File: src/sv/cdsd_pkg.sv
package cdsd_pkg;

  localparam int CMD_W  = 3;
  localparam int CARD_W = 8;
  localparam int RND_W  = 32;
  localparam int IDX_W  = 6;
  localparam int STAT_W = 3;
  localparam int LEFT_W = 7;

  localparam logic [CMD_W-1:0] CMD_CLEAR = 3'd0;
  localparam logic [CMD_W-1:0] CMD_LOAD  = 3'd1;
  localparam logic [CMD_W-1:0] CMD_START = 3'd2;
  localparam logic [CMD_W-1:0] CMD_STEP  = 3'd3;
  localparam logic [CMD_W-1:0] CMD_DEAL  = 3'd4;
  localparam logic [CMD_W-1:0] CMD_READ  = 3'd5;

  localparam logic [STAT_W-1:0] STAT_OK    = 3'd0;
  localparam logic [STAT_W-1:0] STAT_FULL  = 3'd1;
  localparam logic [STAT_W-1:0] STAT_EMPTY = 3'd2;
  localparam logic [STAT_W-1:0] STAT_RANGE = 3'd3;
  localparam logic [STAT_W-1:0] STAT_DONE  = 3'd4;

  typedef struct packed {
    logic busy;
    logic done;
  } mod_stat_t;

endpackage

File: src/sv/cdsd_mod_serial.sv
module cdsd_mod_serial #(
  parameter int DIV_W = 7
) (
  input  logic                         clk,
  input  logic                         rst_n,
  input  logic                         start,
  input  logic [cdsd_pkg::RND_W-1:0]   dividend,
  input  logic [DIV_W-1:0]             divisor,
  output logic [DIV_W-1:0]             rem,
  output cdsd_pkg::mod_stat_t          stat
);

  localparam int RW = cdsd_pkg::RND_W;
  localparam int CW = $clog2(RW + 1);

  logic [RW-1:0]    word_r;
  logic [DIV_W-1:0] rem_r;
  logic [DIV_W-1:0] rem_nxt;
  logic [DIV_W-1:0] div_r;
  logic [CW-1:0]    cnt_r;
  logic             busy_r;
  logic             done_r;
  logic [DIV_W:0]   trial;
  logic [DIV_W:0]   div_ext;

  // one quotient bit per cycle, msb first
  always_comb begin
    trial   = {rem_r, word_r[RW-1]};
    div_ext = {1'b0, div_r};
    if (trial >= div_ext) begin
      rem_nxt = DIV_W'(trial - div_ext);
    end else begin
      rem_nxt = DIV_W'(trial);
    end
  end

  always_ff @(posedge clk) begin
    if (!rst_n) begin
      busy_r <= 1'b0;
      done_r <= 1'b0;
      cnt_r  <= '0;
    end else begin
      done_r <= 1'b0;
      if (start) begin
        busy_r <= 1'b1;
        cnt_r  <= CW'(RW);
        word_r <= dividend;
        rem_r  <= '0;
        div_r  <= divisor;
      end else if (busy_r) begin
        word_r <= {word_r[RW-2:0], 1'b0};
        rem_r  <= rem_nxt;
        cnt_r  <= cnt_r - CW'(1);
        if (cnt_r == CW'(1)) begin
          busy_r <= 1'b0;
          done_r <= 1'b1;
        end
      end
    end
  end

  assign rem       = rem_r;
  assign stat.busy = busy_r;
  assign stat.done = done_r;

  a_no_restart: assert property (@(posedge clk) disable iff (!rst_n)
    start |-> !busy_r) else $error("remainder unit restarted while busy");

  a_rem_below_div: assert property (@(posedge clk) disable iff (!rst_n)
    done_r |-> rem_r < div_r) else $error("remainder not below divisor");

endmodule

File: src/sv/card_deck_shuffle_deal.sv
// Card deck store with one-step-per-command Fisher-Yates shuffle. A command is taken when
// start is high and busy is low; each command gives exactly one result, shown for one
// cycle with out_valid high, and the receiver cannot stall it. Clear, load, start
// shuffle, unused codes, a step with nothing left to swap and commands that end in an
// error report in the cycle after the transaction, so one such command can be taken every
// cycle. Deal and read pass ST_RD and then report from ST_RD_OUT, a delay set by the
// registered read port of the card memory. A shuffle step that swaps first loads the
// remainder unit, then forms the bit-serial remainder of the random word by the cursor,
// one quotient bit per cycle, then passes the remainder to the memory address, and
// ends with the two reads and two writes of the swap on the single write port, the
// last write also registering the result. The card memory is not cleared; a card is only
// read after it was loaded.
module card_deck_shuffle_deal #(
  parameter int DECK_DEPTH = 64
) (
  input  logic                          clk,
  input  logic                          rst_n,
  input  logic                          start,
  output logic                          busy,
  input  logic [cdsd_pkg::CMD_W-1:0]    in_cmd,
  input  logic [cdsd_pkg::CARD_W-1:0]   in_card_in,
  input  logic [cdsd_pkg::RND_W-1:0]    in_random_word,
  input  logic [cdsd_pkg::IDX_W-1:0]    in_read_index,
  output logic                          out_valid,
  output logic [cdsd_pkg::CARD_W-1:0]   out_card_out,
  output logic [cdsd_pkg::STAT_W-1:0]   out_status,
  output logic [cdsd_pkg::LEFT_W-1:0]   out_cards_left
);

  localparam int AW    = $clog2(DECK_DEPTH);
  localparam int CNT_W = $clog2(DECK_DEPTH + 1);
  localparam int LW    = cdsd_pkg::LEFT_W;
  localparam int DW    = cdsd_pkg::CARD_W;
  localparam int IW    = cdsd_pkg::IDX_W;
  localparam int CMPW  = (CNT_W > IW) ? CNT_W : IW;
  localparam logic [CNT_W-1:0] DEPTH_C = CNT_W'(DECK_DEPTH);

  typedef enum logic [2:0] {
    ST_IDLE,
    ST_MOD,
    ST_SW_LO,
    ST_SW_HI,
    ST_SW_WR_LO,
    ST_SW_WR_HI,
    ST_RD,
    ST_RD_OUT
  } state_t;

  state_t                     state_r;
  logic [CNT_W-1:0]           count_r;
  logic [CNT_W-1:0]           cursor_r;
  logic [AW-1:0]              addr_r;
  logic [AW-1:0]              lo_r;
  logic [AW-1:0]              hi_r;
  logic [DW-1:0]              tmp_r;
  logic [DW-1:0]              rdata_r;
  logic                       out_valid_r;
  logic [DW-1:0]              out_card_r;
  logic [cdsd_pkg::STAT_W-1:0] out_status_r;
  logic [LW-1:0]              out_left_r;

  logic [DW-1:0]              mem [DECK_DEPTH];
  logic                       mem_we;
  logic [AW-1:0]              mem_waddr;
  logic [DW-1:0]              mem_wdata;

  logic                       accept;
  logic                       full;
  logic [CNT_W-1:0]           cnt_dec;
  logic [CMPW-1:0]            idx_ext;
  logic [CMPW-1:0]            cnt_ext;
  logic                       mod_start;
  logic [CNT_W-1:0]           mod_rem;
  cdsd_pkg::mod_stat_t        mod_stat;

  assign busy    = (state_r != ST_IDLE);
  assign accept  = start && !busy;
  assign full    = (count_r == DEPTH_C);
  assign cnt_dec = count_r - CNT_W'(1);
  assign idx_ext = CMPW'(in_read_index);
  assign cnt_ext = CMPW'(count_r);
  assign mod_start = accept && (in_cmd == cdsd_pkg::CMD_STEP) && (cursor_r > CNT_W'(1));

  cdsd_mod_serial #(
    .DIV_W (CNT_W)
  ) u_mod (
    .clk      (clk),
    .rst_n    (rst_n),
    .start    (mod_start),
    .dividend (in_random_word),
    .divisor  (cursor_r),
    .rem      (mod_rem),
    .stat     (mod_stat)
  );

  // single write port, registered read port
  always_comb begin
    mem_we    = 1'b0;
    mem_waddr = lo_r;
    mem_wdata = rdata_r;
    case (state_r)
      ST_IDLE: begin
        if (accept && (in_cmd == cdsd_pkg::CMD_LOAD) && !full) begin
          mem_we    = 1'b1;
          mem_waddr = count_r[AW-1:0];
          mem_wdata = in_card_in;
        end
      end
      ST_SW_WR_LO: begin
        mem_we    = 1'b1;
        mem_waddr = lo_r;
        mem_wdata = rdata_r;
      end
      ST_SW_WR_HI: begin
        mem_we    = 1'b1;
        mem_waddr = hi_r;
        mem_wdata = tmp_r;
      end
      default: begin
        mem_we = 1'b0;
      end
    endcase
  end

  always_ff @(posedge clk) begin
    if (mem_we) begin
      mem[mem_waddr] <= mem_wdata;
    end
    rdata_r <= mem[addr_r];
  end

  always_ff @(posedge clk) begin
    if (!rst_n) begin
      state_r     <= ST_IDLE;
      count_r     <= '0;
      cursor_r    <= '0;
      out_valid_r <= 1'b0;
    end else begin
      out_valid_r <= 1'b0;
      case (state_r)
        ST_IDLE: begin
          if (start) begin
            out_card_r   <= '0;
            out_status_r <= cdsd_pkg::STAT_OK;
            out_left_r   <= LW'(count_r);
            case (in_cmd)
              cdsd_pkg::CMD_CLEAR: begin
                count_r     <= '0;
                cursor_r    <= '0;
                out_left_r  <= '0;
                out_valid_r <= 1'b1;
              end
              cdsd_pkg::CMD_LOAD: begin
                if (full) begin
                  out_status_r <= cdsd_pkg::STAT_FULL;
                end else begin
                  count_r    <= count_r + CNT_W'(1);
                  out_left_r <= LW'(count_r + CNT_W'(1));
                end
                out_valid_r <= 1'b1;
              end
              cdsd_pkg::CMD_START: begin
                cursor_r    <= count_r;
                out_valid_r <= 1'b1;
              end
              cdsd_pkg::CMD_STEP: begin
                if (cursor_r <= CNT_W'(1)) begin
                  out_status_r <= cdsd_pkg::STAT_DONE;
                  out_valid_r  <= 1'b1;
                end else begin
                  hi_r    <= AW'(cursor_r - CNT_W'(1));
                  state_r <= ST_MOD;
                end
              end
              cdsd_pkg::CMD_DEAL: begin
                if (count_r == '0) begin
                  out_status_r <= cdsd_pkg::STAT_EMPTY;
                  out_valid_r  <= 1'b1;
                end else begin
                  count_r    <= cnt_dec;
                  out_left_r <= LW'(cnt_dec);
                  addr_r     <= AW'(cnt_dec);
                  if (cursor_r > cnt_dec) begin
                    cursor_r <= cnt_dec;
                  end
                  state_r <= ST_RD;
                end
              end
              cdsd_pkg::CMD_READ: begin
                if (idx_ext >= cnt_ext) begin
                  out_status_r <= cdsd_pkg::STAT_RANGE;
                  out_valid_r  <= 1'b1;
                end else begin
                  addr_r  <= AW'(idx_ext);
                  state_r <= ST_RD;
                end
              end
              default: begin
                out_valid_r <= 1'b1;
              end
            endcase
          end
        end
        ST_MOD: begin
          if (mod_stat.done) begin
            addr_r  <= AW'(mod_rem);
            lo_r    <= AW'(mod_rem);
            state_r <= ST_SW_LO;
          end
        end
        ST_SW_LO: begin
          addr_r  <= hi_r;
          state_r <= ST_SW_HI;
        end
        ST_SW_HI: begin
          tmp_r   <= rdata_r;
          state_r <= ST_SW_WR_LO;
        end
        ST_SW_WR_LO: begin
          state_r <= ST_SW_WR_HI;
        end
        ST_SW_WR_HI: begin
          cursor_r     <= CNT_W'(hi_r);
          out_card_r   <= '0;
          out_status_r <= (hi_r <= AW'(1)) ? cdsd_pkg::STAT_DONE : cdsd_pkg::STAT_OK;
          out_left_r   <= LW'(count_r);
          out_valid_r  <= 1'b1;
          state_r      <= ST_IDLE;
        end
        ST_RD: begin
          state_r <= ST_RD_OUT;
        end
        ST_RD_OUT: begin
          out_card_r  <= rdata_r;
          out_valid_r <= 1'b1;
          state_r     <= ST_IDLE;
        end
        default: begin
          state_r <= ST_IDLE;
        end
      endcase
    end
  end

  assign out_valid      = out_valid_r;
  assign out_card_out   = out_card_r;
  assign out_status     = out_status_r;
  assign out_cards_left = out_left_r;

  a_count_bound: assert property (@(posedge clk) disable iff (!rst_n)
    count_r <= DEPTH_C) else $error("card count above deck depth");

  a_cursor_bound: assert property (@(posedge clk) disable iff (!rst_n)
    cursor_r <= count_r) else $error("shuffle cursor above card count");

  a_done_in_mod: assert property (@(posedge clk) disable iff (!rst_n)
    mod_stat.done |-> state_r == ST_MOD) else $error("remainder done outside step");

  a_idle_mod_quiet: assert property (@(posedge clk) disable iff (!rst_n)
    (state_r == ST_IDLE) |-> !mod_stat.busy) else $error("remainder unit busy while idle");

endmodule
File: config.mk
export PLATFORM = sky130hd
export DESIGN_NAME = card_deck_shuffle_deal
export DESIGN_NICKNAME = d
export VERILOG_FILES = /design/src/sv/cdsd_pkg.sv /design/src/sv/cdsd_mod_serial.sv /design/src/sv/card_deck_shuffle_deal.sv
export SDC_FILE = /design/constraint.sdc
export NUM_CORES = 1
export LEC_CHECK = 0
export BUFFER_PORTS_ARGS = -buffer_cell sky130_fd_sc_hd__buf_2
export CAP_MARGIN = 0
export CORE_MARGIN = 1.5
export CORE_UTILIZATION = 51
export CTS_CLUSTER_SIZE = 16
export DETAILED_ROUTE_END_ITERATION = 6
export HOLD_SLACK_MARGIN = 0.03
export MAX_ROUTING_LAYER = met4
export PLACE_DENSITY = 0.69
export SETUP_SLACK_MARGIN = 0.4
export SYNTH_ARGS = -nofsm -noshare
export SYNTH_HDL_FRONTEND = slang
export SYNTH_SLANG_ARGS = --single-unit
File: constraint.sdc
create_clock -name clk -period 3.8 [get_ports clk]
set_input_delay 0.76 -clock clk [delete_from_list [all_inputs] [get_ports clk]]
set_output_delay 0.76 -clock clk [all_outputs]
set_load 0.005 [all_outputs]
==> results of run 1 <==
==> sequential cells by signal (all words and copies together) (netlist names) <==
name            count
mem               512
u_mod.word_r       32
out_card_out        8
rdata_r             8
tmp_r               8
cnt_ext             7
cursor_r            7
out_cards_left      7
u_mod.div_r         7
u_mod.rem           7
addr_r              6
hi_r                6
lo_r                6
u_mod.cnt_r         6
out_status          3
state_r             3
out_valid           1
u_mod.busy_r        1
u_mod.done_r        1
==> power by group through the flow <==
stage | sequential, mW | clock (mW) | combinational [mW]
2_1_floorplan | 8.42 | 0 | 1.19
3_3_place_gp | 8.41 | 0 | 2.08
3_5_place_dp | 8.41 | 0 | 2.12
4_1_cts | 8.27 | 6.22 | 2.13
5_1_grt | 8.27 | 6.47 | 2.27
6_report | 8.27 | 6.11 | 2.13
==> path summary, 6_finish.rpt <==
check                           cells past startpoint               to  slack [ns]
worst min-delay path                                2  u_mod.word_r[0]        0.43
worst max register to register                      9       mem[20][1]        0.55
worst min register to register                      0         tmp_r[2]        0.45
worst max-delay path                                9       mem[20][1]        0.55
==> final cells by class <==
class	count	area, um^2
flip-flops and latches	636	18800
inverters	27	101
multi-input cells	716	7390
fillers	3710	20100
repair buffers	170	1250
clock buffers	71	1590
clock inverters	39	433
well taps	672	841
==> repair_timing <==
item / in CTS / in global routing
pin swaps: 0 / 2
endpoints found under the setup margin: 2 / 444
resized for setup: 1 / 13
hold endpoints to repair: 0 / 0
==> routing by layer <==
layer / share of wire / up-vias / track usage
li1: - / 6185 / -
met1: 0.43 / 7319 / 0.336
met2: 0.48 / 552 / 0.360
met3: 0.071 / 84 / 0.0365
met4: 0.019 / 0 / 0.0594
met5: 0 / - / -
==> worst reg2reg max path: stages, from the launching register on <==
cell	delay, ns
dfxtp_1	0.31
inv_2	0.13
ha_1	0.20
nor3b_4	0.34
a311oi_4	0.18
buf_4	0.24
a221o_1	0.41
or3_1	0.41
or3_4	0.44
nor2_4	0.26
==> cells in the final DEF, fill, tap and decap left out, types with 21 or more instances in the layout <==
cell type	n
edfxtp_1	602
mux4_2	164
nor2_1	96
buf_4	87
buf_2	71
clkbuf_16	62
nand2_1	49
a21oi_1	43
dfxtp_1	34
mux2_2	31
nor2_4	27
inv_1	26
nand3_1	26
o21ai_0	25
ha_1	23
nor2_2	21
==> through the flow <==
step           cell area, um^2  worst slack (ns)
2_1_floorplan            26500             0.148
3_3_place_gp             28300            0.0858
3_5_place_dp             28300            0.0178
4_1_cts                  30300             0.434
5_1_grt                  30400             0.403
6_report                 30400             0.552
==> kinds of logic after synthesis <==
group | after synthesis
flops | 636
simple gates | 308
mux | 204
compound gates | 166
buf+inv | 107
fa+ha+maj | 24
xor+xnor | 14
==> flow_metrics.env, run 1 <==
export IMPL_status="complete, no violations"
export IMPL_worst_hold_path_type="in -> reg"
export IMPL_numCtsBuffers=61
export IMPL_report_final_slew_viol_count=0
export IMPL_io_buffer_count=71
export IMPL_synth_simple_gate_area_frac=0.0528
export IMPL_clock_power_share=0.370
export IMPL_synth_edf_count=602
export IMPL_first_global_vias=14100
export IMPL_grt_max_degree=65
export IMPL_worst_hold_slack_ns=0.426
export IMPL_netlist_top_cell_by_area="edfxtp_1"
export IMPL_worst_ep_required_time_ns=4.10
export IMPL_timing_fmax_ghz=0.308
export IMPL_floorplan_io_pins=72
export IMPL_timing_max_slew_rel_slack=0.312
export IMPL_hpwlAfterDp_um=37500
export IMPL_post_synth_xor_area_fraction=0.00467
export IMPL_synthAdderAreaFrac=0.0117
export IMPL_final_cells=2331
export IMPL_fin_setup_tns_ns=0
export IMPL_grt_setup_unrepaired="no"
export IMPL_remaining_drc_errors=0
export IMPL_p_int_mw=12.5
export IMPL_critical_path_cell_chain="inv_2 -> ha_1 -> nor3b_4 -> a311oi_4 -> buf_4 -> a221o_1 -> or3_1 -> or3_4 -> nor2_4"
export IMPL_synthCells=1459
export IMPL_worst_setup_path_end_kind="flip-flop"
export IMPL_post_drt_wl_per_cell_um=25.3
export IMPL_cts_hold_buffers_added=0
export IMPL_drv_cap=0
export IMPL_crit_path_top_delay_cell="or3_4"
export IMPL_power_per_cell_area_nw_per_um2=544
export IMPL_grt_use_total=0.236
export IMPL_flow_area_growth_from_synthesis_pct=15.6
export IMPL_post_route_cells_drive_above_1_share=0.319
export IMPL_combPwrFrac=0.129
export IMPL_tritoncts_num_sinks=636
export IMPL_irDropWorstVdd_mv=0.363
export IMPL_grt_pass1_wl_um=89800
export IMPL_fp_coreArea_um2=50500
export IMPL_placed_cells=2221
export IMPL_synthesis_yosys_warnings=0
export IMPL_period_needed_ns=3.25
export IMPL_timing_rr_start="cnt_ext[0]"
export IMPL_clock_latency_ns=0.62
export IMPL_diode_count=0
export IMPL_timing_hold_worst_start="in_random_word[0]"
export IMPL_finish_net_count=1688
export IMPL_maximum_cell_stage_delay_along_the_critical_path_ns=0.44
export IMPL_synth_area_mux_share=0.157
export IMPL_net_switching_power_of_the_design_mw=3.97
export IMPL_totalWireLength_um=59000
export IMPL_drtPass1Iterations=5
export IMPL_synth_commonest_cells="edfxtp_1, mux4_2, nor2_1, nand2_1, clkbuf_1"
export IMPL_initial_core_util=0.520
export IMPL_critical_path_top_delay_family="simple AND/OR/NAND/NOR gates"
export IMPL_drt_initial_drc_count=1670
export IMPL_finalPower_mw=16.5
export IMPL_postSynthNetCount=1535
export IMPL_clk_path_buf_depth=3
export IMPL_globalRoute_totalOverflow=0
export IMPL_yosysTopAreaCellShare=0.689
export IMPL_worst_slew_pin_slew_ns=1.03
export IMPL_cellLeakagePower_nw=9.86
export IMPL_ant_nets=0
export IMPL_cts_tree="built"
export IMPL_vias_per_cell=6.07
export IMPL_path_class="reg -> reg"
export IMPL_cp_arrival_ns=3.55
export IMPL_critPathBufInv=2
export IMPL_finish_utilization=0.601
export IMPL_register_share_of_total_power=0.501
export IMPL_synth_top_family_by_area="multiplexers"
export IMPL_layout_worst_path_cycle_share=0.855
export IMPL_avgSynthCellArea_um2=18.0
export IMPL_critPathMaxFanout=12
export IMPL_synth_most_common_cell="edfxtp_1"
export IMPL_sw_frac_of_total=0.241
export IMPL_ys_ff_latch=636
export IMPL_asyncSetResetFlopFracSynth=0
export IMPL_ys_seq_area_frac=0.715
export IMPL_finalSetupViolCount=0
export IMPL_gp_congestion=0.916
export IMPL_setup_worst_path_start="cnt_ext[0]"
export IMPL_ys_flop_type="edfxtp_1"
export IMPL_synth_top_cells_by_area="edfxtp_1, mux4_2, dfxtp_1"
export IMPL_antenna_found_initial=0
export IMPL_postCtsSetupRepairBufs=0
export IMPL_cts_htree_levels=2
export IMPL_critical_path_startpoint_type="flip-flop"
export IMPL_die_height_um=230
export IMPL_synth_distinct_cells=62
export IMPL_cts_root_buf="clkbuf_16"
export IMPL_synth_area_in_compound_gates=0.0430
export IMPL_hold_viol=0
export IMPL_total_via_count_after_detailed_routing=14100
export IMPL_worst_clock_skew_ns=0.0169
export IMPL_floorplan_rows=82
export IMPL_die_w_um=230
export IMPL_clk_transition_reported_paths_ns=0.06
export IMPL_die_area_um2=52800
export IMPL_syn_cell_area_um2=26300
Power figures use the tool's default switching activity.
==> inputs of run 2 (changes only) <==
- SYNTH_HIERARCHICAL: unset -> 1
==> run 2 against run 1 <==
  * Cell area shrank 0.23%
  * Clock skew is 0.015 ns higher
  * Setup slack improved by 0.00051 ns
  * Die area grew 0.28%
  * Sequential power shrank 0.6%
  * Critical endpoint is now mem[46][7]
  * Cell count grew 0.39%
  * Largest cell class unchanged
  * Sequential share of layout area is 0.15 points higher
==> flow_metrics.env, run 2 <==
export IMPL_totalWireLength_um=59700
export IMPL_post_drt_wl_per_cell_um=25.5
export IMPL_cts_hold_buffers_added=0
export IMPL_grt_max_degree=65
export IMPL_period_needed_ns=3.25
export IMPL_hpwlAfterDp_um=38300
export IMPL_p_int_mw=12.0
export IMPL_worst_slew_pin_slew_ns=1.02
export IMPL_met2WireLength_um=28400
export IMPL_worst_clock_skew_ns=0.0317
export IMPL_post_route_cells_drive_above_1_share=0.310
export IMPL_reg_top3="mem: 512 flops, u_mod/word_r: 32 flops"
export IMPL_critical_path_cell_chain="inv_1 -> ha_1 -> inv_1 -> o31ai_4 -> nor2_2 -> a221o_1 -> or4b_4 -> nor2_4"
export IMPL_power_per_cell_area_nw_per_um2=520
export IMPL_cp_arrival_ns=3.55
export IMPL_vias_per_cell=6.01
export IMPL_register_share_of_total_power=0.522
export IMPL_die_w_um=230
export IMPL_avgSynthCellArea_um2=18.4
export IMPL_drt_initial_drc_count=1396
export IMPL_final_cell_mix="edfxtp_1, mux4_2, buf_4"
export IMPL_top_register="mem"
export IMPL_synthesis_yosys_warnings=6
export IMPL_io_buffer_count=71
export IMPL_final_common_cell="edfxtp_1"
export IMPL_cts_tree="built"
export IMPL_cts_root_buf="clkbuf_16"
export IMPL_die_area_um2=53000
export IMPL_globalRoute_totalOverflow=0
export IMPL_drv_cap=0
export IMPL_grt_setup_unrepaired="no"
export IMPL_net_switching_power_of_the_design_mw=3.77
export IMPL_cellLeakagePower_nw=10.0
export IMPL_gp_congestion=0.941
export IMPL_worst_ep_required_time_ns=4.10
export IMPL_first_global_vias=14300
export IMPL_report_final_slew_viol_count=0
export IMPL_critical_path_startpoint_type="flip-flop"
export IMPL_antenna_found_initial=0
export IMPL_timing_fmax_ghz=0.308
export IMPL_floorplan_rows=83
export IMPL_initial_core_util=0.514
export IMPL_tritoncts_num_sinks=636
export IMPL_max_used_layer="met4"
export IMPL_drtPass1Iterations=5
export IMPL_maximum_cell_stage_delay_along_the_critical_path_ns=0.70
export IMPL_combPwrFrac=0.109
export IMPL_hold_viol=0
export IMPL_flow_area_growth_from_synthesis_pct=15.0
export IMPL_cts_htree_levels=2
export IMPL_clk_path_buf_depth=3
export IMPL_critical_path_top_delay_family="simple AND/OR/NAND/NOR gates"
export IMPL_path_class="reg -> reg"
export IMPL_synthCells=1430
export IMPL_clock_power_share=0.369
export IMPL_clock_latency_ns=0.65
export IMPL_worst_path_most_repeated_cell="inv_1"
export IMPL_layout_worst_path_cycle_share=0.854
export IMPL_ant_nets=0
export IMPL_irDropWorstVdd_mv=0.416
export IMPL_grt_use_total=0.239
export IMPL_fin_area_um2=30300
export IMPL_numCtsBuffers=61
export IMPL_grt_pass1_wl_um=91000
export IMPL_placement_stage_cell_area_um2=28300
export IMPL_remaining_drc_errors=0
export IMPL_worst_setup_path_end_kind="flip-flop"
export IMPL_status="complete, no violations"
export IMPL_finalSetupViolCount=0
export IMPL_syn_cell_area_um2=26300
export IMPL_floorplan_io_pins=72
export IMPL_largest_reg_flops=512
export IMPL_fin_setup_tns_ns=0
export IMPL_met3_wire_len_um=4680
export IMPL_postSynthNetCount=1507
export IMPL_finish_net_count=1692
export IMPL_timing_max_slew_rel_slack=0.318
export IMPL_met1Wirelength_um=25200
export IMPL_fp_coreArea_um2=51200
export IMPL_critPathMaxFanout=8
export IMPL_crit_path_top_delay_cell="or4b_4"
export IMPL_die_height_um=230
export IMPL_clk_transition_reported_paths_ns=0.06
export IMPL_critPathBufInv=2
export IMPL_worst_hold_path_type="in -> reg"
export IMPL_total_via_count_after_detailed_routing=14100
export IMPL_sw_frac_of_total=0.239
## run 2: per-stage QoR
stage	hold slack [ns]	util	setup WS [ns]	total power [mW]	std cells
floorplan	0.422	-	0.350	9.34	1430
CTS	0.397	0.590	0.313	15.9	2338
global placement	0.455	0.553	0.221	10.1	2228
global route	0.412	0.592	0.405	16.3	2339
finish	0.431	0.592	0.553	15.8	2340
detailed placement	0.464	0.553	0.111	10.1	2228
## run 2: timing repair
action,in CTS,in global routing
gates cloned,0,0
buffers inserted,3,1
gates resized for setup,1,10
setup endpoints to repair,51,99
pin swaps,1,1
## run 2: area by class of cell
class                   instances  area [um^2]
clock inverters                31          299
diodes                          1         2.50
inverters                      31          116
clock buffers                  76         1600
well taps                     680          851
flip-flops and latches        636        18800
multi-input cells             687         7230
repair buffers                198         1420
fillers                      3707        20900
## run 2: layer usage
layer,up-vias,GRT usage
li1,6150,-
met1,7240,0.334
met2,577,0.365
met3,99,0.0420
met4,0,0.0629
met5,-,-
## run 2: worst reg2reg max path, cell delays in order, from the launching register on
cell	delay, ns
dfxtp_1	0.36
inv_1	0.22
ha_1	0.29
inv_1	0.13
o31ai_4	0.40
nor2_2	0.10
a221o_1	0.44
or4b_4	0.70
nor2_4	0.28
## run 2: power groups by stage
stage                     Combinational (mW)  Sequential [mW]  Clock [mW]
final                                   1.72             8.22        5.81
after global routing                    1.84             8.23        6.18
after CTS                               1.74             8.22        5.90
after detailed placement                1.73             8.37           0
after global placement                  1.70             8.37           0
after floorplan                        0.977             8.36           0
## run 2: path summary, 6_finish.rpt
kind	start	slack, ns	depth (start not counted)	to
worst max-delay path	cnt_ext[1]	0.55	8	mem[46][7]
worst min register to register	rdata_r[2]	0.47	0	tmp_r[2]
worst min-delay path	in_random_word[0]	0.43	2	u_mod/word_r[0]
worst max register to register	cnt_ext[1]	0.55	8	mem[46][7]
==> inputs of run 3 (changes only) <==
- CORE_UTILIZATION: 51 -> 45
- PLACE_DENSITY: 0.69 -> 0.62
==> run 3 against run 2 <==
  * Clock power hardly changed
  * Register-to-register slack lost 0.05 ns
  * Power up 0.77%
  * Wire length rose by 2.7%
  * Cell area grew 0.84%
  * Global-route usage is 2.4 points lower
  * Combinational power grew 7%
  * Sequential share of layout area fell by 0.52 points
  * Setup slack got worse by 0.046 ns
  * Core utilization fell by 6.3 points
  * First-iteration DRC count increased by 2.0%
  * Fmax is 1.4% lower
  * Largest power group unchanged
  * Highest routed layer unchanged
==> flow_metrics.env, run 3 (synthesis gave the netlist of run 2 again) <==
export IMPL_fp_coreArea_um2=57800
export IMPL_totalWireLength_um=61300
export IMPL_first_global_vias=14200
export IMPL_net_switching_power_of_the_design_mw=3.81
export IMPL_sw_frac_of_total=0.240
export IMPL_finalSetupViolCount=0
export IMPL_timing_max_slew_rel_slack=0.517
export IMPL_diode_count=0
export IMPL_tritoncts_num_sinks=636
export IMPL_rrSetupSlack_ns=0.51
export IMPL_numCtsBuffers=61
export IMPL_worst_setup_path_end_kind="flip-flop"
export IMPL_finish_net_count=1705
export IMPL_top_register="mem"
export IMPL_worst_hold_path_num_cells=2
export IMPL_gp_congestion=0.881
export IMPL_period_needed_ns=3.29
export IMPL_power_per_cell_area_nw_per_um2=520
export IMPL_floorplan_io_pins=72
export IMPL_timing_fmax_ghz=0.304
export IMPL_grt_setup_unrepaired="yes"
export IMPL_largest_reg_flops=512
export IMPL_worst_r2r_endpoint="mem[62][0]"
export IMPL_cts_htree_levels=2
export IMPL_register_share_of_total_power=0.518
export IMPL_cp_arrival_ns=3.62
export IMPL_path_class="reg -> reg"
export IMPL_hpwlAfterDp_um=41000
export IMPL_grt_use_total=0.215
export IMPL_worst_slew_pin_slew_ns=0.720
export IMPL_final_cell_mix="edfxtp_1, mux4_2, buf_4"
export IMPL_drtPass1Iterations=5
export IMPL_initial_core_util=0.455
export IMPL_final_common_cell="edfxtp_1"
export IMPL_vias_per_cell=5.77
export IMPL_clk_path_buf_depth=3
export IMPL_io_buffer_count=71
export IMPL_post_route_cells_drive_above_1_share=0.315
export IMPL_reg_top3="mem: 512 flops, u_mod/word_r: 32 flops"
export IMPL_clock_power_share=0.366
export IMPL_floorplan_rows=88
export IMPL_antenna_found_initial=0
export IMPL_clock_latency_ns=0.64
export IMPL_ant_nets=0
export IMPL_finalPower_mw=15.9
export IMPL_report_final_slew_viol_count=0
export IMPL_hold_viol=0
export IMPL_r2r_cells=10
export IMPL_timing_hold_worst_start="in_random_word[2]"
export IMPL_drt_initial_drc_count=1424
export IMPL_drv_cap=0
export IMPL_p_int_mw=12.1
export IMPL_grt_max_degree=65
export IMPL_flow_area_growth_from_synthesis_pct=16.0
export IMPL_cts_tree="built"
export IMPL_globalRoute_totalOverflow=0
export IMPL_fin_setup_tns_ns=0
export IMPL_combPwrFrac=0.116
export IMPL_remaining_drc_errors=0
export IMPL_die_area_um2=60000
export IMPL_critical_path_startpoint_type="flip-flop"
export IMPL_layout_worst_path_cycle_share=0.867
export IMPL_cellLeakagePower_nw=10.1
export IMPL_timing_rr_start="cnt_ext[2]"
export IMPL_grt_pass1_wl_um=92200
export IMPL_worst_hold_path_type="in -> reg"
export IMPL_worst_ep_required_time_ns=4.13
export IMPL_die_height_um=245
export IMPL_hold_path_end="u_mod/word_r[2]"
export IMPL_total_via_count_after_detailed_routing=14100
export IMPL_die_w_um=245
export IMPL_clk_transition_reported_paths_ns=0.07
export IMPL_critPathMaxFanout=13
export IMPL_cts_root_buf="clkbuf_16"
export IMPL_irDropWorstVdd_mv=0.313
export IMPL_worst_hold_slack_ns=0.428
export IMPL_worst_clock_skew_ns=0.0326
export IMPL_post_drt_wl_per_cell_um=25.1
export IMPL_status="complete, no violations"
[run 3: cell types whose count changed in the layout (fill, tap and decap cells not counted), sizes merged]
cell,before,now
buf,198,211
clkbuf,76,78
inv,31,33
clkinv,24,23
clkinvlp,3,2
diode,1,0
[run 3: final cells by class]
cell class / count / area, um^2
multi-input cells: 687 / 7220
clock buffers: 78 / 1630
clock inverters: 31 / 277
well taps: 765 / 957
inverters: 31 / 116
fillers: 4562 / 27300
flip-flops and latches: 636 / 18800
repair buffers: 211 / 1580
[run 3: worst max-delay path by stage]
stage | slack [ns] | from | cells past startpoint | endpoint
after floorplan | 0.35 | in_cmd[0] | 7 | mem[33][0]
after global placement | 0.25 | in_cmd[1] | 8 | mem[46][6]
after detailed placement | 0.23 | in_cmd[1] | 8 | mem[47][3]
after CTS | 0.44 | state_r[0] | 9 | mem[62][3]
after global routing | 0.40 | cnt_ext[2] | 10 | mem[60][7]
final | 0.51 | cnt_ext[2] | 10 | mem[62][0]
[run 3: worst max-delay path: stages, from the launching register on]
cell	delay, ns
dfxtp_1	0.32
buf_4	0.19
nor4_1	0.32
buf_4	0.19
a31oi_4	0.11
a21oi_4	0.33
a221oi_1	0.13
buf_4	0.18
or4b_1	0.79
nor2_1	0.20
buf_4	0.21
[run 3: layer usage]
metal	routed length [um]	track usage
met2	28300	0.322
met3	4780	0.0437
met5	0	-
met4	1630	0.0634
met1	26500	0.299
[run 3: what timing repair did]
action	4_1_cts	5_1_grt
pin swaps	1	2
hold buffers	0	0
resized for setup	7	2
endpoints found under the setup margin	73	228
buffers inserted	1	3
[run 3: power groups by stage]
stage	combinational, mW	sequential (mW)	clock, mW
floorplan	0.977	8.36	0
global placement	1.82	8.36	0
detailed placement	1.85	8.37	0
CTS	1.86	8.22	5.94
global route	1.98	8.22	6.18
finish	1.84	8.22	5.82
[run 3: metrics by stage]
step	worst slack, ns	area [um^2]	instances	utilization
finish	0.507	30500	2439	0.528
global route	0.400	30500	2439	0.528
CTS	0.445	30500	2436	0.528
detailed placement	0.228	28600	2326	0.494
global placement	0.246	28600	2326	0.494
floorplan	0.350	26300	1430	-
